[src/design/cbsf_pkg.sv]
// Package for the byte stream filter: character codes, configuration
// register indexes and the command word passed from front end to back end.
// No dependencies.
`default_nettype none

package cbsf_pkg;

  localparam int unsigned BYTE_W    = 8;
  localparam int unsigned CFG_IDX_W = 3;
  localparam int unsigned CFG_DAT_W = 8;

  localparam logic [BYTE_W-1:0] CH_TAB       = 8'd9;
  localparam logic [BYTE_W-1:0] CH_NL        = 8'd10;
  localparam logic [BYTE_W-1:0] CH_VT        = 8'd11;
  localparam logic [BYTE_W-1:0] CH_US        = 8'd31;
  localparam logic [BYTE_W-1:0] CH_BS        = 8'd8;
  localparam logic [BYTE_W-1:0] CH_SPACE     = 8'd32;
  localparam logic [BYTE_W-1:0] CH_DOLLAR    = 8'd36;
  localparam logic [BYTE_W-1:0] CH_ZERO      = 8'd48;
  localparam logic [BYTE_W-1:0] CH_QMARK     = 8'd63;
  localparam logic [BYTE_W-1:0] CH_I         = 8'd73;
  localparam logic [BYTE_W-1:0] CH_CARET     = 8'd94;
  localparam logic [BYTE_W-1:0] CH_DEL       = 8'd127;
  localparam logic [BYTE_W-1:0] CARET_OFFSET = 8'd64;

  localparam logic [CFG_IDX_W-1:0] CFG_NUMBER_MODE      = 3'd0;
  localparam logic [CFG_IDX_W-1:0] CFG_SQUEEZE_BLANK    = 3'd1;
  localparam logic [CFG_IDX_W-1:0] CFG_SHOW_ENDS        = 3'd2;
  localparam logic [CFG_IDX_W-1:0] CFG_SHOW_TABS        = 3'd3;
  localparam logic [CFG_IDX_W-1:0] CFG_SHOW_NONPRINTING = 3'd4;

  localparam logic [1:0] NUM_OFF = 2'd0;
  localparam logic [1:0] NUM_ALL = 2'd1;

  localparam logic [1:0] RUN_MAX = 2'd3;

  typedef struct packed {
    logic              num_due;
    logic              dollar;
    logic              pair;
    logic [BYTE_W-1:0] b0;
    logic [BYTE_W-1:0] b1;
  } cbsf_cmd_t;

  localparam int unsigned CMD_W = $bits(cbsf_cmd_t);

endpackage

`default_nettype wire

[src/design/cbsf_in_if.sv]
// Input byte channel: valid/ready handshake with one raw text byte.
// Depends on cbsf_pkg.
`default_nettype none

interface cbsf_in_if;
  import cbsf_pkg::*;

  logic              valid;
  logic              ready;
  logic [BYTE_W-1:0] in_byte;

  modport source (output valid, output in_byte, input ready);
  modport sink   (input valid, input in_byte, output ready);
endinterface

`default_nettype wire

[src/design/cbsf_out_if.sv]
// Result channel: valid/ready handshake with one output byte and last flag.
// Depends on cbsf_pkg.
`default_nettype none

interface cbsf_out_if;
  import cbsf_pkg::*;

  logic              valid;
  logic              ready;
  logic [BYTE_W-1:0] out_byte;
  logic              last;

  modport source (output valid, output out_byte, output last, input ready);
  modport sink   (input valid, input out_byte, input last, output ready);
endinterface

`default_nettype wire

[src/design/cbsf_cfg_if.sv]
// Configuration write channel: valid/ready with register index and data.
// Depends on cbsf_pkg.
`default_nettype none

interface cbsf_cfg_if;
  import cbsf_pkg::*;

  logic                 valid;
  logic                 ready;
  logic [CFG_IDX_W-1:0] index;
  logic [CFG_DAT_W-1:0] data;

  modport source (output valid, output index, output data, input ready);
  modport sink   (input valid, input index, input data, output ready);
endinterface

`default_nettype wire

[src/design/cat_byte_stream_filter_top.sv]
// Line-numbering text filter in the style of cat with its display options.
// Accepts one byte per cycle; a byte that expands into n output bytes
// (line number of NUMBER_DIGITS places plus tab, '$', caret pairs; up to
// NUMBER_DIGITS+3) keeps the output sequencer busy until all n are out, so
// plain text runs at one byte per cycle while the output is ready, and expanded
// bytes stall the input once the two-entry command queue fills. Configuration
// writes are always ready and must only be issued while the filter is idle.
// Depends on cbsf_pkg, the channel interfaces, cbsf_front, cbsf_queue, cbsf_back.
`default_nettype none

module cat_byte_stream_filter_top #(
  parameter int unsigned NUMBER_DIGITS = 6
) (
  input  wire logic  clk,
  input  wire logic  rst_n,
  cbsf_in_if.sink    in_if,
  cbsf_out_if.source out_if,
  cbsf_cfg_if.sink   cfg_if
);
  import cbsf_pkg::*;

  localparam int unsigned BCD_W = 4 * NUMBER_DIGITS;
  localparam int unsigned Q_W   = CMD_W + BCD_W;

  logic              q_full, q_push, q_pop, q_valid;
  cbsf_cmd_t         f_cmd, b_cmd;
  logic [BCD_W-1:0]  f_bcd, b_bcd;
  logic [Q_W-1:0]    q_rd;

  assign cfg_if.ready = 1'b1;

  cbsf_front #(.NUMBER_DIGITS(NUMBER_DIGITS)) u_front (
    .clk       (clk),
    .rst_n     (rst_n),
    .cfg_we    (cfg_if.valid),
    .cfg_index (cfg_if.index),
    .cfg_data  (cfg_if.data),
    .in_valid  (in_if.valid),
    .in_ready  (in_if.ready),
    .in_byte   (in_if.in_byte),
    .q_full    (q_full),
    .q_push    (q_push),
    .q_cmd     (f_cmd),
    .q_bcd     (f_bcd)
  );

  cbsf_queue #(.WIDTH(Q_W)) u_queue (
    .clk      (clk),
    .rst_n    (rst_n),
    .push     (q_push),
    .wr_data  ({f_cmd, f_bcd}),
    .full     (q_full),
    .pop      (q_pop),
    .rd_valid (q_valid),
    .rd_data  (q_rd)
  );

  assign b_cmd = q_rd[Q_W-1:BCD_W];
  assign b_bcd = q_rd[BCD_W-1:0];

  cbsf_back #(.NUMBER_DIGITS(NUMBER_DIGITS)) u_back (
    .clk       (clk),
    .rst_n     (rst_n),
    .q_valid   (q_valid),
    .q_cmd     (b_cmd),
    .q_bcd     (b_bcd),
    .q_pop     (q_pop),
    .out_valid (out_if.valid),
    .out_ready (out_if.ready),
    .out_byte  (out_if.out_byte),
    .out_last  (out_if.last)
  );

endmodule

`default_nettype wire

[src/design/cbsf_front.sv]
// Front end: option registers, previous byte, newline run and BCD line
// counter; classifies each accepted byte into a command word. Uses cbsf_pkg.
`default_nettype none

module cbsf_front #(
  parameter int unsigned NUMBER_DIGITS = 6
) (
  input  wire logic                           clk,
  input  wire logic                           rst_n,
  input  wire logic                           cfg_we,
  input  wire logic [cbsf_pkg::CFG_IDX_W-1:0] cfg_index,
  input  wire logic [cbsf_pkg::CFG_DAT_W-1:0] cfg_data,
  input  wire logic                           in_valid,
  output logic                                in_ready,
  input  wire logic [cbsf_pkg::BYTE_W-1:0]    in_byte,
  input  wire logic                           q_full,
  output logic                                q_push,
  output cbsf_pkg::cbsf_cmd_t                 q_cmd,
  output logic [4*NUMBER_DIGITS-1:0]          q_bcd
);
  import cbsf_pkg::*;

  localparam int unsigned BCD_W = 4 * NUMBER_DIGITS;
  localparam logic [BCD_W-1:0] BCD_ONE = BCD_W'(1);

  logic [1:0] number_mode_r;
  logic       squeeze_blank_r;
  logic       show_ends_r;
  logic       show_tabs_r;
  logic       show_np_r;

  logic [BYTE_W-1:0]                  prev_r;
  logic [1:0]                         run_r, run_nxt;
  logic [NUMBER_DIGITS-1:0][3:0]      cnt_r, cnt_inc;
  logic                               cnt_full;
  logic                               accept, is_nl, squeeze, num_due;
  logic                               ctrl_byte;
  logic [NUMBER_DIGITS:0]             carry;

  assign in_ready = !q_full;
  assign accept   = in_valid && in_ready;
  assign is_nl    = (in_byte == CH_NL);

  always_comb begin
    if (is_nl) begin
      run_nxt = (run_r == RUN_MAX) ? RUN_MAX : run_r + 2'd1;
    end else begin
      run_nxt = 2'd0;
    end
  end

  // third and later newline in a row: run was already two or more
  assign squeeze = squeeze_blank_r && is_nl && (run_r >= 2'd2);

  always_comb begin
    unique case (number_mode_r)
      NUM_OFF: num_due = 1'b0;
      NUM_ALL: num_due = (prev_r == CH_NL);
      default: num_due = (prev_r == CH_NL) && !is_nl;
    endcase
  end

  // BCD increment, holds at all nines
  always_comb begin
    carry[0] = 1'b1;
    for (int i = 0; i < NUMBER_DIGITS; i++) begin
      if (carry[i]) begin
        cnt_inc[i] = (cnt_r[i] == 4'd9) ? 4'd0 : cnt_r[i] + 4'd1;
      end else begin
        cnt_inc[i] = cnt_r[i];
      end
      carry[i+1] = carry[i] && (cnt_r[i] == 4'd9);
    end
    cnt_full = carry[NUMBER_DIGITS];
  end

  assign ctrl_byte = (in_byte <= CH_BS) || ((in_byte >= CH_VT) && (in_byte <= CH_US));

  always_comb begin
    q_cmd.num_due = num_due;
    q_cmd.dollar  = show_ends_r && is_nl;
    q_cmd.pair    = 1'b0;
    q_cmd.b0      = in_byte;
    q_cmd.b1      = CH_CARET;
    priority if (show_tabs_r && (in_byte == CH_TAB)) begin
      q_cmd.pair = 1'b1;
      q_cmd.b0   = CH_CARET;
      q_cmd.b1   = CH_I;
    end else if (show_np_r && ctrl_byte) begin
      q_cmd.pair = 1'b1;
      q_cmd.b0   = CH_CARET;
      q_cmd.b1   = in_byte + CARET_OFFSET;
    end else if (show_np_r && (in_byte == CH_DEL)) begin
      q_cmd.pair = 1'b1;
      q_cmd.b0   = CH_CARET;
      q_cmd.b1   = CH_QMARK;
    end else begin
      q_cmd.pair = 1'b0;
    end
  end

  assign q_bcd  = cnt_r;
  assign q_push = accept && !squeeze;

  always_ff @(posedge clk) begin
    if (!rst_n) begin
      number_mode_r   <= NUM_OFF;
      squeeze_blank_r <= 1'b0;
      show_ends_r     <= 1'b0;
      show_tabs_r     <= 1'b0;
      show_np_r       <= 1'b0;
      prev_r          <= CH_NL;
      run_r           <= 2'd1;
      cnt_r           <= BCD_ONE;
    end else begin
      if (cfg_we) begin
        unique case (cfg_index)
          CFG_NUMBER_MODE:      number_mode_r   <= cfg_data[1:0];
          CFG_SQUEEZE_BLANK:    squeeze_blank_r <= cfg_data[0];
          CFG_SHOW_ENDS:        show_ends_r     <= cfg_data[0];
          CFG_SHOW_TABS:        show_tabs_r     <= cfg_data[0];
          CFG_SHOW_NONPRINTING: show_np_r       <= cfg_data[0];
          default: ;
        endcase
      end
      if (accept) begin
        run_r <= run_nxt;
        if (!squeeze) begin
          prev_r <= in_byte;
          if (num_due && !cnt_full) begin
            cnt_r <= cnt_inc;
          end
        end
      end
    end
  end

endmodule

`default_nettype wire

[src/design/cbsf_queue.sv]
// Two-entry command queue between front and back end; push and pop may
// happen in the same cycle. No package dependency.
`default_nettype none

module cbsf_queue #(
  parameter int unsigned WIDTH = 8
) (
  input  wire logic             clk,
  input  wire logic             rst_n,
  input  wire logic             push,
  input  wire logic [WIDTH-1:0] wr_data,
  output logic                  full,
  input  wire logic             pop,
  output logic                  rd_valid,
  output logic [WIDTH-1:0]      rd_data
);

  logic [1:0][WIDTH-1:0] mem_r;
  logic                  wr_ptr_r, rd_ptr_r;
  logic [1:0]            cnt_r;

  assign full     = (cnt_r == 2'd2);
  assign rd_valid = (cnt_r != 2'd0);
  assign rd_data  = mem_r[rd_ptr_r];

  always_ff @(posedge clk) begin
    if (push) begin
      mem_r[wr_ptr_r] <= wr_data;
    end
  end

  always_ff @(posedge clk) begin
    if (!rst_n) begin
      wr_ptr_r <= 1'b0;
      rd_ptr_r <= 1'b0;
      cnt_r    <= 2'd0;
    end else begin
      if (push) begin
        wr_ptr_r <= !wr_ptr_r;
      end
      if (pop) begin
        rd_ptr_r <= !rd_ptr_r;
      end
      priority if (push && !pop) begin
        cnt_r <= cnt_r + 2'd1;
      end else if (pop && !push) begin
        cnt_r <= cnt_r - 2'd1;
      end else begin
        cnt_r <= cnt_r;
      end
    end
  end

endmodule

`default_nettype wire

[src/design/cbsf_back.sv]
// Back end: steps through one command word (number digits, tab, dollar,
// character bytes) into the output register, a byte per cycle while it is free. Uses cbsf_pkg.
`default_nettype none

module cbsf_back #(
  parameter int unsigned NUMBER_DIGITS = 6
) (
  input  wire logic                        clk,
  input  wire logic                        rst_n,
  input  wire logic                        q_valid,
  input  wire cbsf_pkg::cbsf_cmd_t         q_cmd,
  input  wire logic [4*NUMBER_DIGITS-1:0]  q_bcd,
  output logic                             q_pop,
  output logic                             out_valid,
  input  wire logic                        out_ready,
  output logic [cbsf_pkg::BYTE_W-1:0]      out_byte,
  output logic                             out_last
);
  import cbsf_pkg::*;

  localparam int unsigned IDX_W = (NUMBER_DIGITS > 1) ? $clog2(NUMBER_DIGITS) : 1;
  localparam logic [IDX_W-1:0] IDX_TOP = IDX_W'(NUMBER_DIGITS - 1);

  typedef enum logic [4:0] {
    PH_DIGIT  = 5'b00001,
    PH_TAB    = 5'b00010,
    PH_DOLLAR = 5'b00100,
    PH_CHAR0  = 5'b01000,
    PH_CHAR1  = 5'b10000
  } phase_t;

  phase_t                        phase_r, cur_phase, phase_nxt;
  logic                          busy_r;
  logic [IDX_W-1:0]              idx_r, cur_idx, idx_nxt;
  logic [NUMBER_DIGITS-1:0][3:0] digits;
  logic [NUMBER_DIGITS-1:0]      shown;
  logic                          emit, done;
  logic [BYTE_W-1:0]             byte_sel;
  logic                          out_valid_r, out_last_r;
  logic [BYTE_W-1:0]             out_byte_r;

  assign digits = q_bcd;

  // digit is printed once a non-zero digit is seen from the top; lowest always is
  always_comb begin
    logic seen;
    seen = 1'b0;
    for (int i = NUMBER_DIGITS - 1; i >= 0; i--) begin
      seen     = seen || (digits[i] != 4'd0) || (i == 0);
      shown[i] = seen;
    end
  end

  always_comb begin
    if (busy_r) begin
      cur_phase = phase_r;
      cur_idx   = idx_r;
    end else begin
      cur_idx = IDX_TOP;
      priority if (q_cmd.num_due) begin
        cur_phase = PH_DIGIT;
      end else if (q_cmd.dollar) begin
        cur_phase = PH_DOLLAR;
      end else begin
        cur_phase = PH_CHAR0;
      end
    end
  end

  always_comb begin
    byte_sel  = q_cmd.b0;
    phase_nxt = cur_phase;
    idx_nxt   = cur_idx;
    done      = 1'b0;
    unique case (cur_phase)
      PH_DIGIT: begin
        byte_sel = shown[cur_idx] ? (CH_ZERO + {4'd0, digits[cur_idx]}) : CH_SPACE;
        if (cur_idx == '0) begin
          phase_nxt = PH_TAB;
        end else begin
          idx_nxt = cur_idx - IDX_W'(1);
        end
      end
      PH_TAB: begin
        byte_sel  = CH_TAB;
        phase_nxt = q_cmd.dollar ? PH_DOLLAR : PH_CHAR0;
      end
      PH_DOLLAR: begin
        byte_sel  = CH_DOLLAR;
        phase_nxt = PH_CHAR0;
      end
      PH_CHAR0: begin
        byte_sel  = q_cmd.b0;
        phase_nxt = PH_CHAR1;
        done      = !q_cmd.pair;
      end
      PH_CHAR1: begin
        byte_sel = q_cmd.b1;
        done     = 1'b1;
      end
      default: begin
        byte_sel = q_cmd.b0;
        done     = 1'b1;
      end
    endcase
  end

  assign emit  = q_valid && (!out_valid_r || out_ready);
  assign q_pop = emit && done;

  always_ff @(posedge clk) begin
    if (!rst_n) begin
      busy_r      <= 1'b0;
      phase_r     <= PH_CHAR0;
      idx_r       <= IDX_TOP;
      out_valid_r <= 1'b0;
    end else begin
      if (emit) begin
        busy_r      <= !done;
        phase_r     <= phase_nxt;
        idx_r       <= idx_nxt;
        out_valid_r <= 1'b1;
      end else if (out_ready) begin
        out_valid_r <= 1'b0;
      end
    end
  end

  always_ff @(posedge clk) begin
    if (emit) begin
      out_byte_r <= byte_sel;
      out_last_r <= done;
    end
  end

  assign out_valid = out_valid_r;
  assign out_byte  = out_byte_r;
  assign out_last  = out_last_r;

endmodule

`default_nettype wire

[src/flat_wrapper.sv]
// flat-port wrapper written by rule: the top's interface ports become plain ports
module cat_byte_stream_filter_top_flat import cbsf_pkg::*;
#(
  parameter int unsigned NUMBER_DIGITS = 6
)
  (clk, rst_n, in_if_valid, in_if_in_byte, in_if_ready, out_if_valid, out_if_out_byte, out_if_last, out_if_ready, cfg_if_valid, cfg_if_index, cfg_if_data, cfg_if_ready);
  cbsf_in_if in_if_i ();
  cbsf_out_if out_if_i ();
  cbsf_cfg_if cfg_if_i ();
  input  wire logic clk;
  input  wire logic rst_n;
  input wire logic [$bits(in_if_i.valid)-1:0] in_if_valid;
  input wire logic [$bits(in_if_i.in_byte)-1:0] in_if_in_byte;
  output wire logic [$bits(in_if_i.ready)-1:0] in_if_ready;
  output wire logic [$bits(out_if_i.valid)-1:0] out_if_valid;
  output wire logic [$bits(out_if_i.out_byte)-1:0] out_if_out_byte;
  output wire logic [$bits(out_if_i.last)-1:0] out_if_last;
  input wire logic [$bits(out_if_i.ready)-1:0] out_if_ready;
  input wire logic [$bits(cfg_if_i.valid)-1:0] cfg_if_valid;
  input wire logic [$bits(cfg_if_i.index)-1:0] cfg_if_index;
  input wire logic [$bits(cfg_if_i.data)-1:0] cfg_if_data;
  output wire logic [$bits(cfg_if_i.ready)-1:0] cfg_if_ready;
  assign in_if_i.valid = in_if_valid;
  assign in_if_i.in_byte = in_if_in_byte;
  assign in_if_ready = in_if_i.ready;
  assign out_if_valid = out_if_i.valid;
  assign out_if_out_byte = out_if_i.out_byte;
  assign out_if_last = out_if_i.last;
  assign out_if_i.ready = out_if_ready;
  assign cfg_if_i.valid = cfg_if_valid;
  assign cfg_if_i.index = cfg_if_index;
  assign cfg_if_i.data = cfg_if_data;
  assign cfg_if_ready = cfg_if_i.ready;
  cat_byte_stream_filter_top #(.NUMBER_DIGITS(NUMBER_DIGITS)) u_core (.clk(clk), .rst_n(rst_n), .in_if(in_if_i), .out_if(out_if_i), .cfg_if(cfg_if_i));
endmodule
[config.mk]
export PLATFORM = sky130hd
export DESIGN_NAME = cat_byte_stream_filter_top_flat
export DESIGN_NICKNAME = d
export VERILOG_FILES = /design/src/design/cbsf_pkg.sv /design/src/design/cbsf_in_if.sv /design/src/design/cbsf_out_if.sv /design/src/design/cbsf_cfg_if.sv /design/src/design/cat_byte_stream_filter_top.sv /design/src/design/cbsf_front.sv /design/src/design/cbsf_queue.sv /design/src/design/cbsf_back.sv /design/src/flat_wrapper.sv
export SDC_FILE = /design/constraint.sdc
export NUM_CORES = 1
export LEC_CHECK = 0
export BUFFER_PORTS_ARGS = -buffer_cell sky130_fd_sc_hd__buf_2
export CAP_MARGIN = 20
export CORE_ASPECT_RATIO = 0.9
export CORE_MARGIN = 3
export CORE_UTILIZATION = 25
export CTS_CLUSTER_SIZE = 8
export DETAILED_ROUTE_END_ITERATION = 10
export HOLD_SLACK_MARGIN = 0.06
export PLACE_DENSITY = 0.46
export RECOVER_POWER = 100
export SLEW_MARGIN = 0
export SYNTH_ARGS = -nofsm -noshare
export SYNTH_HDL_FRONTEND = slang
export SYNTH_SLANG_ARGS = --single-unit
[constraint.sdc]
create_clock -name clk -period 7.4 [get_ports clk]
set_input_delay 0 -clock clk [delete_from_list [all_inputs] [get_ports clk]]
set_output_delay 0 -clock clk [all_outputs]
set_load 0.005 [all_outputs]
======== Word level (Yosys, flattened, before mapping) ========
Index checks and enable logic that the tools add are counted.
word-level totals
  register bits after elaboration ......... 149
  bits of input ports ..................... 24
  output and inout port bits .............. 12
  logic and storage cells ................. 166
operators by class
  $add $sub $neg .......................... 12
  $lt $le $gt $ge ......................... 8
  equal/unequal tests ..................... 22
  mux-type cells .......................... 37
  bitwise logic cells ..................... 1
  reduce and logical (&&, ||, !) cells .... 62
operators with widths
  cell                                                                    count
  43-bit two-way mux                                                      3
  86-bit bitwise mux                                                      1
  43-bit demux with 1-bit select                                          1
  17-bit two-way mux                                                      2
  4-bit two-way mux                                                       8
  8-bit one-hot mux with 4 select lines                                   1
  4-bit by 1-bit adder with 4-bit output (second input constant)          6
  4-bit equality test (second input constant)                             6
  8-bit by 4-bit equality test with 1-bit output (second input constant)  3
  1-bit logical AND                                                       21
  5-bit one-hot mux with 4 select lines                                   1
  4-bit AND reduction                                                     5
  4-bit nonzero test                                                      5
  16-bit two-way mux                                                      1
  5-bit two-way mux                                                       3
  4-bit binary-select mux with 3-bit select                               1
  2-bit AND reduction                                                     6
  1-bit logical NOT                                                       11
  3-bit two-way mux                                                       3
  8-bit by 7-bit adder with 8-bit output (second input constant)          1
  8-bit by 7-bit equality test with 1-bit output (second input constant)  1
  8-bit by 4-bit >= comparator with 1-bit output (second input constant)  1
  8-bit by 4-bit <= comparator with 1-bit output (second input constant)  1
  8-bit by 5-bit <= comparator with 1-bit output (second input constant)  1
  other kinds (30)                                                        49

======== Depth between registers and ports, before layout ========
Gate-level depths: netlist of the first run.
  word-level depth ........................ 12
  mapped depth ............................ 10

======== Cells and area by module ========
A second synthesis of the first run with hierarchy kept.
second synthesis, totals
  cell total of the unflattened synthesis .. 594
  area total of the unflattened synthesis .. 7,053.0 µm²
by module, submodules not included
  module                      instances  cells an instance  area each (µm²)
  cbsf_queue                  1          154                3,311.9
  cbsf_front                  1          274                2,318.5
  cbsf_back                   1          164                1,411.4
  cat_byte_stream_filter_top  1          2                  11.3

======== Worst setup path after synthesis of the first run ========
No wires, ideal clock.
  path type ............................... reg2reg
  from .................................... reg u_core.u_queue.cnt_r[0]
  to ...................................... reg u_core.u_queue.mem_r[0] (netlist name) (enable)
  setup time .............................. 0.445 ns
  arrival time ............................ 2.945 ns
  slack ................................... 4.010 ns
  cell stages (with the launch flop) ...... 6
  clock period less this slack ............ 3.390 ns
  cell sequence ........................... dfxtp_1 -> or2b_2 -> nand2_1 -> a31o_2 -> buf_2 -> nor2_1
between the ends
  word-level cells in the longest chain between the ends .. 4
ends and longest elaborated chain
  item                            RTL line            RTL
  start: declaration              cbsf_queue.sv:20    logic [1:0] cnt_r;
  start signal: assignment        cbsf_queue.sv:45    cnt_r <= cnt_r + 2'd1;
  start signal: assignment        cbsf_queue.sv:47    cnt_r <= cnt_r - 2'd1;
  start signal: assignment        cbsf_queue.sv:49    cnt_r <= cnt_r;
  2-bit equality test             cbsf_queue.sv:22    assign full = (cnt_r == 2'd2);
  1-bit logical NOT               cbsf_front.sv:40    assign in_ready = !q_full;
  via in_if_ready                 flat_wrapper.sv:14  output wire logic [$bits(in_if_i.ready)-1:0] in_if_ready;
  1-bit logical AND               cbsf_front.sv:41    assign accept = in_valid && in_ready;
  1-bit logical AND               cbsf_front.sv:103   assign q_push = accept && !squeeze;
  end signal: indexed assignment  cbsf_queue.sv:28    mem_r[wr_ptr_r] <= wr_data;
  end: declaration                cbsf_queue.sv:18    logic [1:0][WIDTH-1:0] mem_r;
The timed path passes the listed nets, and every way through them passes these cells.
A chain may end at the register's enable or synchronous reset.

======== Final worst setup path of the first run ========
  from .................................... reg u_core.u_front.cnt_r (netlist bit u_core.u_front.q_bcd[1])
  to ...................................... reg u_core.u_front.cnt_r (netlist bit u_core.u_front.q_bcd[19])
between the ends
  word-level cells in the longest chain between the ends .. 9
ends and longest elaborated chain
  item                                RTL line           RTL
  start: declaration                  cbsf_front.sv:34   logic [NUMBER_DIGITS-1:0][3:0] cnt_r, cnt_inc;
  start signal: assignment            cbsf_front.sv:131  cnt_r <= cnt_inc;
  4-bit equality test (*)             cbsf_front.sv:72   carry[i+1] = carry[i] && (cnt_r[i] == 4'd9);
  1-bit logical AND (*) (3 in a row)  cbsf_front.sv:72
  1-bit logical AND (2 in a row)      cbsf_front.sv:72
  1-bit logical NOT                   cbsf_front.sv:130  if (num_due && !cnt_full) begin
  1-bit logical AND                   cbsf_front.sv:130
  4-bit AND reduction (no line) (*)   --
Mark *: on every way between the ends. The rest lies on a longest branch, timed or not.

==> results of run 1 <==
## worst max path at each step
stage / from / endpoint / slack (ps) / cells past startpoint
after global routing: u_core.u_front.q_bcd[3] / u_core.u_front.q_bcd[13] / 3110 / 6
after detailed placement: u_core.u_back.busy_r / u_core.u_queue.cnt_r[1] / 4460 / 8
after global placement: u_core.u_back.busy_r / u_core.u_queue.cnt_r[1] / 4450 / 8
after CTS: u_core.u_back.busy_r / u_core.u_queue.cnt_r[1] / 4410 / 8
final: u_core.u_front.q_bcd[1] / u_core.u_front.q_bcd[19] / 3570 / 6
after floorplan: u_core.u_queue.cnt_r[0] / u_core.u_queue.mem_r[0] / 4010 / 5
## placed cells by master, fill, tap and decap left out, types with 11 or more instances in the layout
cell type      Yosys  layout
clkbuf_1          13      19
nor2_1            31      29
mux2i_1           23      23
dlygate4sd3_1      0      21
nor2b_1           34      34
nand2_1           44      44
clkbuf_16          0      22
nand3_1           11      11
edfxtp_1          95      95
xnor2_1           12      12
buf_2              8      16
dfxtp_1           54      53
a21oi_1           31      31
o21ai_0           28      29
inv_1             14      14
## per-layer routing
layer | vias to the layer above | part of all wire, % | GRT usage [%] | wire [um]
met5 | - | 0 | 0 | 0
met4 | 0 | 1.4 | 3.80 | 216
met3 | 14 | 3.7 | 2.55 | 586
li1 | 2284 | - | - | -
met1 | 2262 | 51 | 15.1 | 8010
met2 | 94 | 44 | 16.8 | 6940
## area by class of cell
cell class / instances / area [um^2]
Clock buffer: 28 / 594
Clock inverter: 4 / 48.8
Fill cell: 2716 / 18300
Inverter: 16 / 60.1
Multi-Input combinational cell: 398 / 2720
Sequential cell: 149 / 3940
Tap cell: 348 / 435
Timing Repair Buffer: 54 / 358
## cells by family (layout without fill, tap and decap cells)
logic type	after synthesis	after routing	synth area share (%)
other	1	1	0.0549
flip-flops	149	149	57.6
XOR/XNOR	16	16	2.05
multiplexers	38	38	7.17
AO/OA/AOI/OAI	121	121	11.5
adder cells (fa/ha/maj)	5	5	0.916
buffers and inverters	40	102	2.46
AND/OR/NAND/NOR	217	217	18.3
## cells in the mapped netlist (3+ instances only)
| master | n |
|---|---|
| edfxtp_1 | 95 |
| dfxtp_1 | 54 |
| nand2_1 | 44 |
| nor2b_1 | 34 |
| a21oi_1 | 31 |
| nor2_1 | 31 |
| o21ai_0 | 28 |
| mux2i_1 | 23 |
| and2_1 | 18 |
| inv_1 | 14 |
| clkbuf_1 | 13 |
| xnor2_1 | 12 |
| nand3_1 | 11 |
| nand2b_1 | 10 |
| nor3_1 | 10 |
| nor4_1 | 9 |
| a211oi_1 | 8 |
| buf_2 | 8 |
| mux4_2 | 8 |
| or3_1 | 8 |
| mux2_2 | 7 |
| a31oi_1 | 6 |
| a21boi_0 | 5 |
| a21boi_1 | 5 |
| ha_1 | 5 |
| nand4_1 | 5 |
| or2_2 | 5 |
| a221oi_1 | 4 |
| a22oi_1 | 4 |
| nor3b_1 | 4 |
| o211ai_1 | 4 |
| xor2_1 | 4 |
| a211o_1 | 3 |
| and3_1 | 3 |
| and4b_1 | 3 |
| o21a_1 | 3 |
| o22ai_1 | 3 |
## registers in the layout, summed over array words and instances, names as in the netlist, 2 cells and up
| register | flops |
|---|---|
| u_core.u_back.out_byte | 8 |
| u_core.u_front.number_mode_r | 2 |
| u_core.u_front.q_bcd | 24 |
| u_core.u_front.run_r | 2 |
| u_core.u_back.idx_r | 3 |
| u_core.u_front.prev_r | 8 |
| u_core.u_back.phase_r | 5 |
| u_core.u_queue.cnt_r | 2 |
| u_core.u_queue.mem_r | 86 |
## power groups by stage
stage | clock network [mW] | registers, mW | logic (mW)
after floorplan | 0 | 1.10 | 0.439
after global placement | 0 | 1.13 | 0.588
after detailed placement | 0 | 1.13 | 0.598
after CTS | 0.934 | 1.12 | 0.607
after global routing | 0.965 | 1.14 | 0.662
final | 0.909 | 1.12 | 0.591
## worst max-delay path, stage by stage (launching register included)
cell     delay (ps)
dfxtp_1         400
nor3b_1         420
and4_1          290
nor4b_1        1790
nand3_2         250
or3_1           430
a31oi_1         160
## repair_timing
item	CTS	global route
buffers inserted	0	0
endpoints found under the hold margin	47	0
hold buffers	21	0
==> results_dict.tcl, run 1 <==
set metrics [dict create \
    antenna_found_initial 0 \
    setup_viol_count_final 0 \
    synth_seq_cells 149 \
    netSwitchingPower_mw 0.772 \
    ir_drop_v 0.000147 \
    synth-edff-count 95 \
    status "complete, but fails checks" \
    fp.dieW_um 180 \
    rrSetupSlack_ps 3570 \
    io_pins 36 \
    dieArea_um2 29300 \
    drc 0 \
    pwr-share-comb_pct 22.5 \
    power_density_nw_per_um2 322 \
    synth_cell_types 72 \
    wl_per_cell_um 15.8 \
    numCtsBuffers 17 \
    syn_inst 587 \
    layout_setup_ws_ps 3570 \
    power.internal_mw 1.85 \
    netlist_area_um2 6830 \
    antenna_left 0 \
    insertion_delay_ps 420 \
    synth_area_leaders "edfxtp_1, dfxtp_1, mux2i_1" \
    ys.flop_type "edfxtp_1" \
    hold_violations 0 \
    dp.final_hpwl_um 10800 \
    min_from "in_if_in_byte[7]" \
    cts_num_sinks 149 \
    synth_area_leader_cell "edfxtp_1" \
    place_ws_ps 4460 \
    slew_violations 144 \
    power_frac_seq_pct 42.8 \
    final_util_pct 30.8 \
    grt_max_degree 53 \
    place_area_um2 7350 \
    hold_depth 4 \
    core_um2 26500 \
    yosys_warnings 0 \
    relSlewSlack_pct -72.3 \
    tightestPinTransition_ps 2580 \
    grt_pass1_vias 4603 \
    grt_pass1_wl_um 25300 \
    crit_required_ps 7720 \
    drive_gt1_share_pct 12.0 \
    start_kind "register" \
    syn-num-nets 616 \
    path_class "register to register" \
    p_leak_nw 2.73 \
    area_growth_pct 19.4 \
    period_share_pct 51.8 \
    root_buffer "clkbuf_16" \
    globalplace.congestion 0.767 \
    stdcell_count 997 \
    drv_cap 4 \
    whs_endpoint "u_core.u_front.prev_r[7]" \
    vias 4654 \
    drt_iter0_drc 285 \
    finalSetupTns_ps 0 \
    reg2regPathDepth 6 \
    hold-worst-slack_ps 416 \
    violations "capacitance limit, slew limit" \
    cts_htree_levels 4 \
    nNetsFinal 665 \
    postSynth.asyncResetShare_pct 0 \
    io_buffers 28 \
    cts_tree "built" \
    cts_max_path_buffers 2 \
    crit_arrival_ps 4160 \
    pwr-share-clk_pct 34.7 \
    skew_ps 8.42 \
    min_path_type "primary input to register" \
    grt_usage_pct 10.9 \
    worstReg2RegEnd "u_core.u_front.q_bcd[19]" \
    postSynthAreaPerCell_um2 11.6 \
    seq_area_frac_synth_pct 57.6 \
    rows 56 \
    netlist.area_leader.share_pct 41.8 \
    firstDrtPassIters 4 \
    rsz0062_at_grt "no" \
    die_h_um 163 \
    viasPerCell 4.67 \
    min_period_ps 3830 \
    final_cell_area_um2 8150 \
    start_util_pct 25.8 \
    report.power.total_mw 2.62 \
    grt.overflow.total 0 \
    wl_um 15800 \
    regToRegStartpoint "u_core.u_front.q_bcd[1]" \
    cts_resized 0 \
    p_sw_share_pct 29.4 \
    end_kind "register" \
    clkSlewWorstSetupHoldPaths_ps 60 \
    num_antenna_cells 0 \
    placed_cells 944 \
    critPathMaxFanout 10 \
    max_freq_mhz 261 \
]
No activity file was read; power rests on OpenSTA's default activity.
==> run 2, diff against run 1 <==
--- a/config.mk
+++ b/config.mk
@@ -5,6 +5,7 @@
 export SDC_FILE = /design/constraint.sdc
 export NUM_CORES = 1
 export LEC_CHECK = 0
+export ABC_AREA = 1
 export BUFFER_PORTS_ARGS = -buffer_cell sky130_fd_sc_hd__buf_2
 export CAP_MARGIN = 20
 export CORE_ASPECT_RATIO = 0.9
@@ -13,7 +14,7 @@
 export CTS_CLUSTER_SIZE = 8
 export DETAILED_ROUTE_END_ITERATION = 10
 export HOLD_SLACK_MARGIN = 0.06
-export PLACE_DENSITY = 0.46
+export PLACE_DENSITY = 0.48
 export RECOVER_POWER = 100
 export SLEW_MARGIN = 0
 export SYNTH_ARGS = -nofsm -noshare
==> constraint.sdc (replaced) <==
create_clock -name clk -period 3.3 [get_ports clk]
set_input_delay 0 -clock clk [delete_from_list [all_inputs] [get_ports clk]]
set_output_delay 0 -clock clk [all_outputs]
set_load 0.005 [all_outputs]
==> results_dict.tcl, run 2 <==
set metrics [dict create \
    drt_iter0_drc 329 \
    crit_family "simple AND/OR/NAND/NOR gates" \
    rows 57 \
    area_growth_pct 18.8 \
    layout_setup_ws_ps 614 \
    grt_pass1_vias 5003 \
    wl_um 16700 \
    synth_seq_cells 149 \
    yosys_warnings 0 \
    drv_cap 0 \
    die_h_um 165 \
    finalSetupTns_ps 0 \
    final_cell_mix "nand2_1, edfxtp_1, inv_1" \
    viasPerCell 4.32 \
    layout_commonest_cell "nand2_1" \
    syn_inst 784 \
    grt_usage_pct 11.5 \
    start_util_pct 25.7 \
    cts_htree_levels 4 \
    ir_drop_v 0.000399 \
    netlist.area_leader.share_pct 40.8 \
    synth_cell_types 44 \
    dieArea_um2 30000 \
    path_cells "inv_4 -> or2_0 -> a21oi_1 -> nand3_1 -> nand3_1 -> nand2_1 -> nand2_1 -> ha_1 -> a21oi_1 -> o21ai_0 -> o21ai_0 -> a21oi_1" \
    root_buffer "clkbuf_16" \
    place_area_um2 7600 \
    dp.final_hpwl_um 11400 \
    grt_pass1_wl_um 27000 \
    drive_gt1_share_pct 11.0 \
    cts_num_sinks 149 \
    crit_required_ps 3600 \
    cts_tree "built" \
    largest_reg_flops 86 \
    critPathMaxFanout 10 \
    synth_area_leader_cell "edfxtp_1" \
    worst-path-buf-inv 1 \
    nNetsFinal 876 \
    core_um2 27200 \
    min_path_type "primary input to register" \
    slowest_delay_ps 570 \
    num_antenna_cells 0 \
    final_cell_area_um2 8320 \
    grt_max_degree 45 \
    crit_top_cell "a21oi_1" \
    cts_max_path_buffers 2 \
    vias 5246 \
    io_buffers 28 \
    netlist_top_cells_count "nand2_1, edfxtp_1, inv_1, nor2_1, dfxtp_1" \
    rsz0062_at_grt "no" \
    antenna_found_initial 0 \
    end_kind "register" \
    hold_violations 0 \
    final_util_pct 30.5 \
    fill_cells 2877 \
    crit_arrival_ps 2990 \
    syn-num-nets 813 \
    io_pins 36 \
    synth_area_leaders "edfxtp_1, dfxtp_1, nand2_1" \
    top_register "u_core.u_queue.mem_r" \
    fp.dieW_um 182 \
    grt.overflow.total 0 \
    firstDrtPassIters 5 \
    p_leak_nw 3.24 \
    hold-worst-slack_ps 417 \
    multi_input_area_um2 2560 \
    max_freq_mhz 372 \
    place_ws_ps 785 \
    clkSlewWorstSetupHoldPaths_ps 60 \
    postSynth.asyncResetShare_pct 0 \
    tightestPinTransition_ps 1180 \
    ys.flop_type "edfxtp_1" \
    period_share_pct 81.4 \
    antenna_left 0 \
    postSynthAreaPerCell_um2 8.93 \
    start_kind "register" \
    synth-edff-count 95 \
    path_class "register to register" \
    insertion_delay_ps 420 \
    numCtsBuffers 17 \
    netlist_area_um2 7000 \
    globalplace.congestion 0.773 \
    relSlewSlack_pct 21.5 \
    setup_viol_count_final 0 \
    status "complete, no violations" \
    wl_per_cell_um 13.8 \
    power_density_nw_per_um2 742 \
    synth.most_common_cell "nand2_1" \
    drc 0 \
    slew_violations 0 \
    seq_area_frac_synth_pct 56.2 \
    min_period_ps 2690 \
    slowest_stage "dfxtp_1" \
    regArea_um2 3940 \
    cts_setup_buffers 0 \
    skew_ps 9.74 \
]
run 2: cell families (layout without fill, tap and decap cells):
logic type | Yosys count | in the layout | synth area share (%)
buf+inv | 109 | 185 | 6.36
flops | 149 | 149 | 56.2
mux | 4 | 4 | 0.572
other cells | 1 | 1 | 0.0536
fa+ha+maj | 5 | 5 | 0.894
simple gates | 393 | 393 | 26.2
compound gates | 119 | 119 | 9.24
xor+xnor | 4 | 4 | 0.500
run 2: per-stage QoR:
step           std cells  total power, mW
2_1_floorplan        784             3.86
3_3_place_gp        1156             4.46
3_5_place_dp        1156             4.46
4_1_cts             1214             6.37
5_1_grt             1214             6.61
6_report            1214             6.17
run 2: where the power goes:
group	internal [mW]	leakage, nW	switching, mW
logic	0.565	1.66	1.29
clock network	1.11	0.277	0.757
registers	2.33	1.30	0.115
run 2: path summary, 6_finish.rpt:
kind,from,endpoint,slack (ps),cells past startpoint
worst max-delay path,u_core.u_back.busy_r,u_core.u_queue.cnt_r[1],610,12
worst max register to register,u_core.u_back.busy_r,u_core.u_queue.cnt_r[1],610,12
worst min register to register,u_core.u_front.prev_r[5],u_core.u_front.prev_r[5],450,2
worst min-delay path,out_if_ready,u_core.u_back.out_valid,420,5
run 2: tightest hold or removal path, delay by kind of cell:
family                 cells  cell delay (ps)
buffers and inverters      2              610
AND/OR/NAND/NOR            3              170
run 2: layer usage:
layer  vias up  part of all wire [%]  GRT usage [%]
li1       2747                     -              -
met1      2427                    53           16.5
met2        68                    43           17.5
met3         4                   2.9           2.25
met4         0                  0.84           4.05
met5         -                     0              0
run 2: repair_timing:
action | 4_1_cts | 5_1_grt
endpoints found under the hold margin | 48 | 0
hold buffers | 26 | 0
endpoints found under the setup margin | 0 | 0
resized for setup | 0 | 0
run 2: cell type report:
| class | count | share of cell area (%) |
|---|---|---|
| tap | 354 | 5.33 |
| clock inverter | 12 | 1.53 |
| clock buffer | 20 | 5.25 |
| sequential | 149 | 47.3 |
| inverter | 88 | 4.03 |
| multi-input combinational | 526 | 30.8 |
| timing repair buffer | 65 | 5.78 |
